### src/hdl/biou_pkg.sv
// shared widths, payload types and span helpers for the box overlap core
`timescale 1ns / 1ps

package biou_pkg;

   // coordinate and ratio precision
   localparam int COORD_BITS = 16;
   localparam int RATIO_BITS = 16;

   // derived widths
   localparam int SPAN_W     = COORD_BITS;
   localparam int AREA_W     = 2 * COORD_BITS;
   localparam int UNI_W      = 2 * COORD_BITS + 1;
   localparam int QUO_W      = RATIO_BITS + 1;
   localparam int DIV_STAGES = RATIO_BITS + 1;

   // one box pair
   typedef struct packed {
      logic signed [COORD_BITS-1:0] a_left;
      logic signed [COORD_BITS-1:0] a_top;
      logic signed [COORD_BITS-1:0] a_right;
      logic signed [COORD_BITS-1:0] a_bottom;
      logic signed [COORD_BITS-1:0] b_left;
      logic signed [COORD_BITS-1:0] b_top;
      logic signed [COORD_BITS-1:0] b_right;
      logic signed [COORD_BITS-1:0] b_bottom;
   } req_word_type;

   // one overlap result
   typedef struct packed {
      logic [QUO_W-1:0] overlap_ratio;
      logic             empty_union;
   } rsp_word_type;

   // operands handed to the divider
   typedef struct packed {
      logic [UNI_W-1:0] num;
      logic [UNI_W-1:0] den;
      logic             empty;
   } div_word_type;

   // one divider step's partial result
   typedef struct packed {
      logic [UNI_W-1:0] rem;
      logic [UNI_W-1:0] den;
      logic [QUO_W-1:0] quo;
      logic             empty;
   } div_stage_type;

   // hi - lo at full precision, negative clamped to zero
   function automatic logic [SPAN_W-1:0] clamp_span(
      input logic signed [COORD_BITS-1:0] lo,
      input logic signed [COORD_BITS-1:0] hi
   );
      logic signed [COORD_BITS:0] diff;
      diff = {hi[COORD_BITS-1], hi} - {lo[COORD_BITS-1], lo};
      return (diff > 0) ? diff[SPAN_W-1:0] : '0;
   endfunction

   function automatic logic signed [COORD_BITS-1:0] smax(
      input logic signed [COORD_BITS-1:0] x,
      input logic signed [COORD_BITS-1:0] y
   );
      return (x > y) ? x : y;
   endfunction

   function automatic logic signed [COORD_BITS-1:0] smin(
      input logic signed [COORD_BITS-1:0] x,
      input logic signed [COORD_BITS-1:0] y
   );
      return (x < y) ? x : y;
   endfunction

endpackage

### src/hdl/biou_divider.sv
// pipelined restoring divider: one quotient bit per stage, intersection over union
`timescale 1ns / 1ps

module biou_divider (
   input  logic                   clock,
   input  logic                   reset,
   input  logic                   in_valid,
   output logic                   in_stall,
   input  biou_pkg::div_word_type in_word,
   output logic                   out_valid,
   input  logic                   out_stall,
   output biou_pkg::rsp_word_type out_word
);

   localparam int N = biou_pkg::DIV_STAGES;
   localparam int UW = biou_pkg::UNI_W;
   localparam int QW = biou_pkg::QUO_W;

   biou_pkg::div_stage_type st_ff [N];
   biou_pkg::div_stage_type st_in [N];
   logic [N-1:0]            v_ff;
   logic [N:0]              en;

   // a stage loads when empty or when the one after it moves
   assign en[N] = !out_stall;
   genvar k;
   generate
      for (k = 0; k < N; k++) begin : g_en
         assign en[k] = !v_ff[k] || en[k+1];
      end
   endgenerate

   assign in_stall = !en[0];

   // integer bit: ratio reaches one only for equal operands
   always_comb begin
      st_in[0].den   = in_word.den;
      st_in[0].empty = in_word.empty;
      if (in_word.num >= in_word.den) begin
         st_in[0].rem = in_word.num - in_word.den;
         st_in[0].quo = QW'(1);
      end else begin
         st_in[0].rem = in_word.num;
         st_in[0].quo = '0;
      end
   end

   // fraction bits, one shift and compare-subtract per stage
   generate
      for (k = 1; k < N; k++) begin : g_step
         logic [UW:0] trial;
         logic        ge;
         always_comb begin
            trial           = {st_ff[k-1].rem, 1'b0};
            ge              = trial >= {1'b0, st_ff[k-1].den};
            st_in[k].den    = st_ff[k-1].den;
            st_in[k].empty  = st_ff[k-1].empty;
            st_in[k].rem    = ge ? UW'(trial - {1'b0, st_ff[k-1].den}) : UW'(trial);
            st_in[k].quo    = {st_ff[k-1].quo[QW-2:0], ge};
         end
      end
   endgenerate

   // valid bits
   always_ff @(posedge clock) begin
      if (reset) begin
         v_ff <= '0;
      end else begin
         if (en[0]) begin
            v_ff[0] <= in_valid;
         end
         for (int i = 1; i < N; i++) begin
            if (en[i]) begin
               v_ff[i] <= v_ff[i-1];
            end
         end
      end
   end

   // stage payloads
   generate
      for (k = 0; k < N; k++) begin : g_reg
         always_ff @(posedge clock) begin
            if (en[k]) begin
               st_ff[k] <= st_in[k];
            end
         end
      end
   endgenerate

   // empty union forces the ratio to zero
   assign out_valid              = v_ff[N-1];
   assign out_word.empty_union   = st_ff[N-1].empty;
   assign out_word.overlap_ratio = st_ff[N-1].empty ? '0 : st_ff[N-1].quo;

endmodule

### src/hdl/box_intersection_over_union_core.sv
// top level: box pair intersection over union, fully pipelined
//
//   channel   direction   ports                              word type
//   req       in          req_valid req_stall req_word       req_word_type
//   rsp       out         rsp_valid rsp_stall rsp_word       rsp_word_type
//
// one box pair enters per cycle while req_stall is low; a result passes through the span,
// multiply and union stages, then through one divider stage per quotient bit.
// reset clears only the valid bits; no payload register is reset.
// rsp_stall freezes only occupied stages, so bubbles close up and req keeps
// flowing until the whole pipe is full.
`timescale 1ns / 1ps

module box_intersection_over_union_core (
   input  logic                   clock,
   input  logic                   reset,
   input  logic                   req_valid,
   output logic                   req_stall,
   input  biou_pkg::req_word_type req_word,
   output logic                   rsp_valid,
   input  logic                   rsp_stall,
   output biou_pkg::rsp_word_type rsp_word
);

   localparam int CB = biou_pkg::COORD_BITS;
   localparam int SW = biou_pkg::SPAN_W;
   localparam int AW = biou_pkg::AREA_W;
   localparam int UW = biou_pkg::UNI_W;

   // stage 1: box spans and overlap bounds
   logic                 s1_v_ff;
   logic [SW-1:0]        aw_ff, ah_ff, bw_ff, bh_ff;
   logic signed [CB-1:0] ix_lo_ff, ix_hi_ff, iy_lo_ff, iy_hi_ff;

   // stage 2: box areas and overlap spans
   logic                 s2_v_ff;
   logic [AW-1:0]        s2_area_a_ff, s2_area_b_ff;
   logic [SW-1:0]        iw_ff, ih_ff;

   // stage 3: intersection area
   logic                 s3_v_ff;
   logic [AW-1:0]        s3_area_a_ff, s3_area_b_ff, inter_ff;

   // stage 4: union and divider operands
   logic                   s4_v_ff;
   biou_pkg::div_word_type div_ff;
   biou_pkg::div_word_type div_in;
   logic [UW-1:0]          uni_in;

   logic s1_en, s2_en, s3_en, s4_en;
   logic div_stall;

   // stall ripples back only through occupied stages
   assign s4_en     = !s4_v_ff || !div_stall;
   assign s3_en     = !s3_v_ff || s4_en;
   assign s2_en     = !s2_v_ff || s3_en;
   assign s1_en     = !s1_v_ff || s2_en;
   assign req_stall = !s1_en;

   // valid bits
   always_ff @(posedge clock) begin
      if (reset) begin
         s1_v_ff <= 1'b0;
         s2_v_ff <= 1'b0;
         s3_v_ff <= 1'b0;
         s4_v_ff <= 1'b0;
      end else begin
         if (s1_en) s1_v_ff <= req_valid;
         if (s2_en) s2_v_ff <= s1_v_ff;
         if (s3_en) s3_v_ff <= s2_v_ff;
         if (s4_en) s4_v_ff <= s3_v_ff;
      end
   end

   // stage 1
   always_ff @(posedge clock) begin
      if (s1_en) begin
         aw_ff    <= biou_pkg::clamp_span(req_word.a_left, req_word.a_right);
         ah_ff    <= biou_pkg::clamp_span(req_word.a_top, req_word.a_bottom);
         bw_ff    <= biou_pkg::clamp_span(req_word.b_left, req_word.b_right);
         bh_ff    <= biou_pkg::clamp_span(req_word.b_top, req_word.b_bottom);
         ix_lo_ff <= biou_pkg::smax(req_word.a_left, req_word.b_left);
         ix_hi_ff <= biou_pkg::smin(req_word.a_right, req_word.b_right);
         iy_lo_ff <= biou_pkg::smax(req_word.a_top, req_word.b_top);
         iy_hi_ff <= biou_pkg::smin(req_word.a_bottom, req_word.b_bottom);
      end
   end

   // stage 2
   always_ff @(posedge clock) begin
      if (s2_en) begin
         s2_area_a_ff <= AW'(aw_ff) * AW'(ah_ff);
         s2_area_b_ff <= AW'(bw_ff) * AW'(bh_ff);
         iw_ff        <= biou_pkg::clamp_span(ix_lo_ff, ix_hi_ff);
         ih_ff        <= biou_pkg::clamp_span(iy_lo_ff, iy_hi_ff);
      end
   end

   // stage 3
   always_ff @(posedge clock) begin
      if (s3_en) begin
         s3_area_a_ff <= s2_area_a_ff;
         s3_area_b_ff <= s2_area_b_ff;
         inter_ff     <= AW'(iw_ff) * AW'(ih_ff);
      end
   end

   // stage 4: union never goes negative, zero marks an empty pair
   always_comb begin
      uni_in       = UW'(s3_area_a_ff) + UW'(s3_area_b_ff) - UW'(inter_ff);
      div_in.num   = UW'(inter_ff);
      div_in.den   = uni_in;
      div_in.empty = (uni_in == '0);
   end

   always_ff @(posedge clock) begin
      if (s4_en) begin
         div_ff <= div_in;
      end
   end

   // ratio divider
   biou_divider u_divider (
      .clock     (clock),
      .reset     (reset),
      .in_valid  (s4_v_ff),
      .in_stall  (div_stall),
      .in_word   (div_ff),
      .out_valid (rsp_valid),
      .out_stall (rsp_stall),
      .out_word  (rsp_word)
   );

endmodule

### config.mk
export PLATFORM = sky130hd
export DESIGN_NAME = box_intersection_over_union_core
export DESIGN_NICKNAME = d
export VERILOG_FILES = /design/src/hdl/biou_pkg.sv /design/src/hdl/biou_divider.sv /design/src/hdl/box_intersection_over_union_core.sv
export SDC_FILE = /design/constraint.sdc
export NUM_CORES = 2
export LEC_CHECK = 0
export BUFFER_PORTS_ARGS = -buffer_cell sky130_fd_sc_hd__buf_2
export CAP_MARGIN = 25
export CORE_MARGIN = 2
export CORE_UTILIZATION = 55
export CTS_CLUSTER_DIAMETER = 80
export DETAILED_ROUTE_END_ITERATION = 10
export MAX_ROUTING_LAYER = met4
export PLACE_DENSITY_LB_ADDON = 0.12
export SYNTH_ARGS = -nofsm -noshare
export SYNTH_HDL_FRONTEND = slang
export SYNTH_SLANG_ARGS = --single-unit
### constraint.sdc
create_clock -name clock -period 37.8 [get_ports clock]
set_clock_uncertainty 0.15 [all_clocks]
set_input_delay 1.89 -clock clock [delete_from_list [all_inputs] [get_ports clock]]
set_output_delay 1.89 -clock clock [all_outputs]
set_load 0.01 [all_outputs]
# Word level (Yosys, flattened, before mapping)
# Memory sizes are Yosys's and may differ from the RTL's.
# Index checks and enable logic that the tools add are counted.
# op_classes
muxes,57
reduce_logical,45
n_mul,3
addsub,25
n_lt_le_gt_ge,27
# ops
cell,count
33-bit 2-to-1 mux,17
34-bit by 33-bit greater-or-equal comparator with 1-bit output,16
33-bit subtractor,16
17-bit by 1-bit greater-than comparator with 1-bit output (second input constant),6
16-bit by 16-bit subtractor with 17-bit output,6
16-bit by 16-bit multiplier with 32-bit output,3
16-bit 2-to-1 mux,4
1-bit 2-to-1 mux,35
32-bit by 32-bit adder with 33-bit output,1
32-bit by 33-bit greater-or-equal comparator with 1-bit output,1
33-bit logical NOT,1
32-bit by 33-bit subtractor with 33-bit output,1
33-bit by 32-bit subtractor with 33-bit output,1
16-bit greater-than comparator,2
16-bit less-than comparator,2
1-bit logical NOT,23
1-bit logical OR,21
17-bit 2-to-1 mux,1
# totals
out_inout_bits,20
mem_count,1
mem_bits_rw,1428
register_bits,407
elab_cells,197
inputBits,132
# mem_list
memory,depth,word_bits,read_ports,rd_clocked_by_memory_dff,wr,line_no,text
u_divider.st_ff,17,84,17,0,17,biou_divider.sv:19,biou_pkg::div_stage_type st_ff [N];

# Depth between registers and ports, before layout
# depth
ltp_word,23
ltp_mapped,25
mapped_depth_nobuf,25

# Cells and area by module
# From an unflattened synthesis, not the netlist that was laid out.
# hier_totals
hier_cells,11205
area_unflattened_um2,118517.4
# by_module_without_submodules
module,cells_per_inst,seq_area_each_um2,instances,area_each_um2
biou_divider,6588,37155.6,1,72425.7
box_intersection_over_union_core,4617,11671.2,1,46091.7

# Worst setup path after synthesis
# No wires, ideal clock.
# synth_path
kind,input-to-output
startpoint,in rsp_stall
endpoint,out req_stall
setup_slack_ns,21.840
n_path_buf,0
t_required_ns,35.760
path_stages,12
arrival_ns,13.920
cell_sequence,and3_1 > inv_1 > nor2_1 > and2_1 > inv_1 > nor3_1 > nand3_1 > nor2_1 > nand3_1 > nor2_1 > nand2_1 > inv_1
# synth_between
elab_chain_len,23
# synth_lines
element,line_no,text
from (decl),box_intersection_over_union_core.sv:21,"input logic rsp_stall,"
1-bit logical NOT,biou_divider.sv:25,assign en[N] = !out_stall;
1-bit logical OR (2 in a row),biou_divider.sv:29,assign en[k] = !v_ff[k] || en[k+1];
net u_divider.en[15],biou_divider.sv:22,logic [N:0] en;
1-bit logical OR (4 in a row),biou_divider.sv:29,
net u_divider.en[11],biou_divider.sv:22,
1-bit logical OR (10 in a row),biou_divider.sv:29,
net u_divider.en[1],biou_divider.sv:22,
1-bit logical OR,biou_divider.sv:29,
1-bit logical OR,box_intersection_over_union_core.sv:54,assign s4_en = !s4_v_ff || !div_stall;
1-bit logical OR,box_intersection_over_union_core.sv:55,assign s3_en = !s3_v_ff || s4_en;
net s3_en,box_intersection_over_union_core.sv:50,"logic s1_en, s2_en, s3_en, s4_en;"
1-bit logical OR,box_intersection_over_union_core.sv:56,assign s2_en = !s2_v_ff || s3_en;
1-bit logical OR,box_intersection_over_union_core.sv:57,assign s1_en = !s1_v_ff || s2_en;
1-bit logical NOT,box_intersection_over_union_core.sv:58,assign req_stall = !s1_en;
to (decl),box_intersection_over_union_core.sv:18,"output logic req_stall,"
# The timed path passes the listed nets, and every way through them passes these cells.

# Worst setup path after layout
# Same ends and word-level chain as after synthesis.

==> out/results.tsv <==
metric	value	unit
clk_pin_slew	0.06	ns
r2r_slack	30.15	ns
hold_class	reg -> reg	
mappedNetlistArea	117000	sq um
start_kind	primary input	
rsz0062_at_grt	false	
place_hpwl	235000	microns
drc	0	
coreArea	212000	sq um
setup_viol	0	
nNetsFinal	13100	
ys_async_sr_fraction	0	%
fin_util	60.2	%
nFillCells	17500	
synth_compound_area_share	11.8	%
synthXorXnorAreaFrac	4.31	%
synth_top_family_by_area	adder cells	
cp-end-kind	output pin	
grt_max_degree	83	
synth_nets	12900	
clock_latency	0.85	ns
tns	0	ns
synth_seq_cells	1633	
crit_required	35.76	ns
arrival	7.26	ns
track_usage	28.3	%
via_per_inst	5.68	
worstPathMaxFanout	56	
critPathSlowestCell	nor3_1	
rr_worst_depth	21	
cts-root-buf	clkbuf_16	
synth-edff-count	1612	
yosys_most_used_dff	edfxtp_1	
final_cell_mix	inv_1 (1690), edfxtp_1 (1612), ha_1 (1062), nand2_1 (1033), fa_1 (636)	
multiInputGateArea	60900	sq um
pin_count	152	
synth.avg_cell_area	10.5	sq um
max-cap-violations	0	
cpMostUsedCell	nor2_1	
num_rows	169	
wirelength	298000	microns
place_congestion	0.998	
worstMarginPinSlew	1.14	ns
period_needed	9.30	ns
grt_pass1_vias	80100	
crit_path_end	req_stall	
wire_per_inst	20.9	microns
synthAdderAreaFrac	22.3	%
max_stage_delay	0.84	ns
dieHeight	465	microns
seq_area	48800	sq um
synth_simple_gate_area_share	11.6	%
area_growth	9.10	%
ant_nets	0	
grt_pass1_wl	460000	microns
yosysSeqAreaShare	41.8	%
final_common_cell	inv_1	
cts_resized	0	
fin_crit_sh	24.6	%
hold_buffers	0	
clkSinkCount	1633	
dr_total_vias	81000	
synthCells	11100	
path_cells	buf_2 > and3_1 > clkinv_2 > nor2_1 > and2_1 > clkinv_2 > nor3_1 > nand3_4 > nor2_1 > nand3_4 > nor2_1 > nand2_4 > inv_1 > buf_2	
fmax	107	MHz
drtIter0Drc	6649	
grt.overflow.total	0	
dieArea	216000	sq um
drv_slew	0	
numPortBuffers	151	
cts_buffer_depth	3	
synth_mux_area_share	1.94	%
criticalPathCategory	in -> out	
drive_gt1_share	6.79	%
cp-startpoint	rsp_stall	
cts_tree	done	
die_x	465	microns
htree_levels	4	
cp.depth	14	
hold_viol	0	
relSlewSlack	21.8	%
r2r-end	s2_area_b_ff[30]	
cpLargestDelayFamily	simple AND/OR/NAND/NOR gates	
dr.pass1.iters	7	
status	completed	
cts_setup_buffers	0	
cts_buffers	185	
r2r_start	bw_ff[10]	
initial_core_util	55.2	%
path_buf_inv	5	
antenna_found_initial	10	
synth.yosys.warnings	0	
ys_types	88	
how the worst min path moves through the flow:
| stage | from | to | slack (ns) | cells after the start |
|---|---|---|---|---|
| floorplan | s2_area_a_ff[0] | s3_area_a_ff[0] | 0.25 | 0 |
| global placement | s2_area_a_ff[4] | s3_area_a_ff[4] | 0.25 | 0 |
| detailed placement | s2_area_a_ff[2] | s3_area_a_ff[2] | 0.25 | 0 |
| CTS | s2_area_b_ff[4] | s3_area_b_ff[4] | 0.25 | 0 |
| global route | s2_area_b_ff[4] | s3_area_b_ff[4] | 0.26 | 0 |
| finish | s2_area_b_ff[4] | s3_area_b_ff[4] | 0.26 | 0 |
stage by stage:
step | area [sq um] | hold WS [ns] | cells | setup slack [ns]
3_3_place_gp | 121000 | 0.251 | 13900 | 28.48
3_5_place_dp | 121000 | 0.255 | 13900 | 28.41
6_report | 127000 | 0.258 | 14300 | 28.50
5_1_grt | 127000 | 0.262 | 14200 | 27.97
2_1_floorplan | 117000 | 0.250 | 11100 | 21.84
4_1_cts | 127000 | 0.249 | 14200 | 28.40
Yosys cell counts (16+ instances only):
cell	instances	area (sq um)
a21oi_1	638	3190
o31ai_1	71	533
a31oi_1	57	357
nand3b_1	16	120
o21bai_1	72	541
a21boi_0	38	285
nor2_1	539	2020
buf_2	16	80.1
a21o_1	305	2290
nand2_1	1040	3900
nand2b_1	130	813
a2111oi_0	18	158
nand3_1	115	576
and2_1	387	2420
a211oi_1	62	465
mux2_2	170	1910
a31o_2	20	175
edfxtp_1	1612	48400
mux2i_1	35	350
nor3_1	148	741
xor2_1	232	2030
nor2b_1	139	870
o211ai_1	28	210
fa_1	636	12700
or3_1	38	238
xnor2_1	343	3000
dfxtp_1	21	420
nor4_1	29	181
o21a_1	105	788
nand4_1	110	688
and3_1	45	282
or2_2	24	150
clkbuf_1	206	773
ha_1	1062	13300
inv_1	1697	6370
o21ai_0	628	3140
per-layer routing:
layer	track usage (%)	vias to the layer above	routed length [microns]	part of all wire, %
met2	46.4	2192	144000	48
li1	-	38600	-	-
met3	4.07	450	17900	6.0
met1	37.1	39800	128000	43
met4	7.54	0	8350	2.8
met5	-	-	0	0
state kept, by name, indices dropped and copies added, names as in the netlist, 17 cells and up:
signal           cells
div_ff              66
inter_ff            32
s2_area_a_ff        32
s2_area_b_ff        32
s3_area_a_ff        32
s3_area_b_ff        32
u_divider.st_ff   1226
u_divider.v_ff      17
area by class of cell:
class | count | area share, %
multi-input combinational | 7529 | 47.8
antenna | 13 | 0.0255
clock buffer | 213 | 3.74
inverter | 1697 | 5.00
clock inverter | 130 | 1.28
sequential | 1633 | 38.3
tap | 2821 | 2.77
timing repair buffer | 218 | 1.02
cell families after synthesis:
logic type	Yosys count
flops	1633
compound gates	2229
fa+ha+maj	1698
buf+inv	1930
mux	205
simple gates	2822
xor+xnor	575
Power is left out: the tool's default activity adds up to more than one toggle a clock period on the data nets, which glitch-free logic cannot reach.
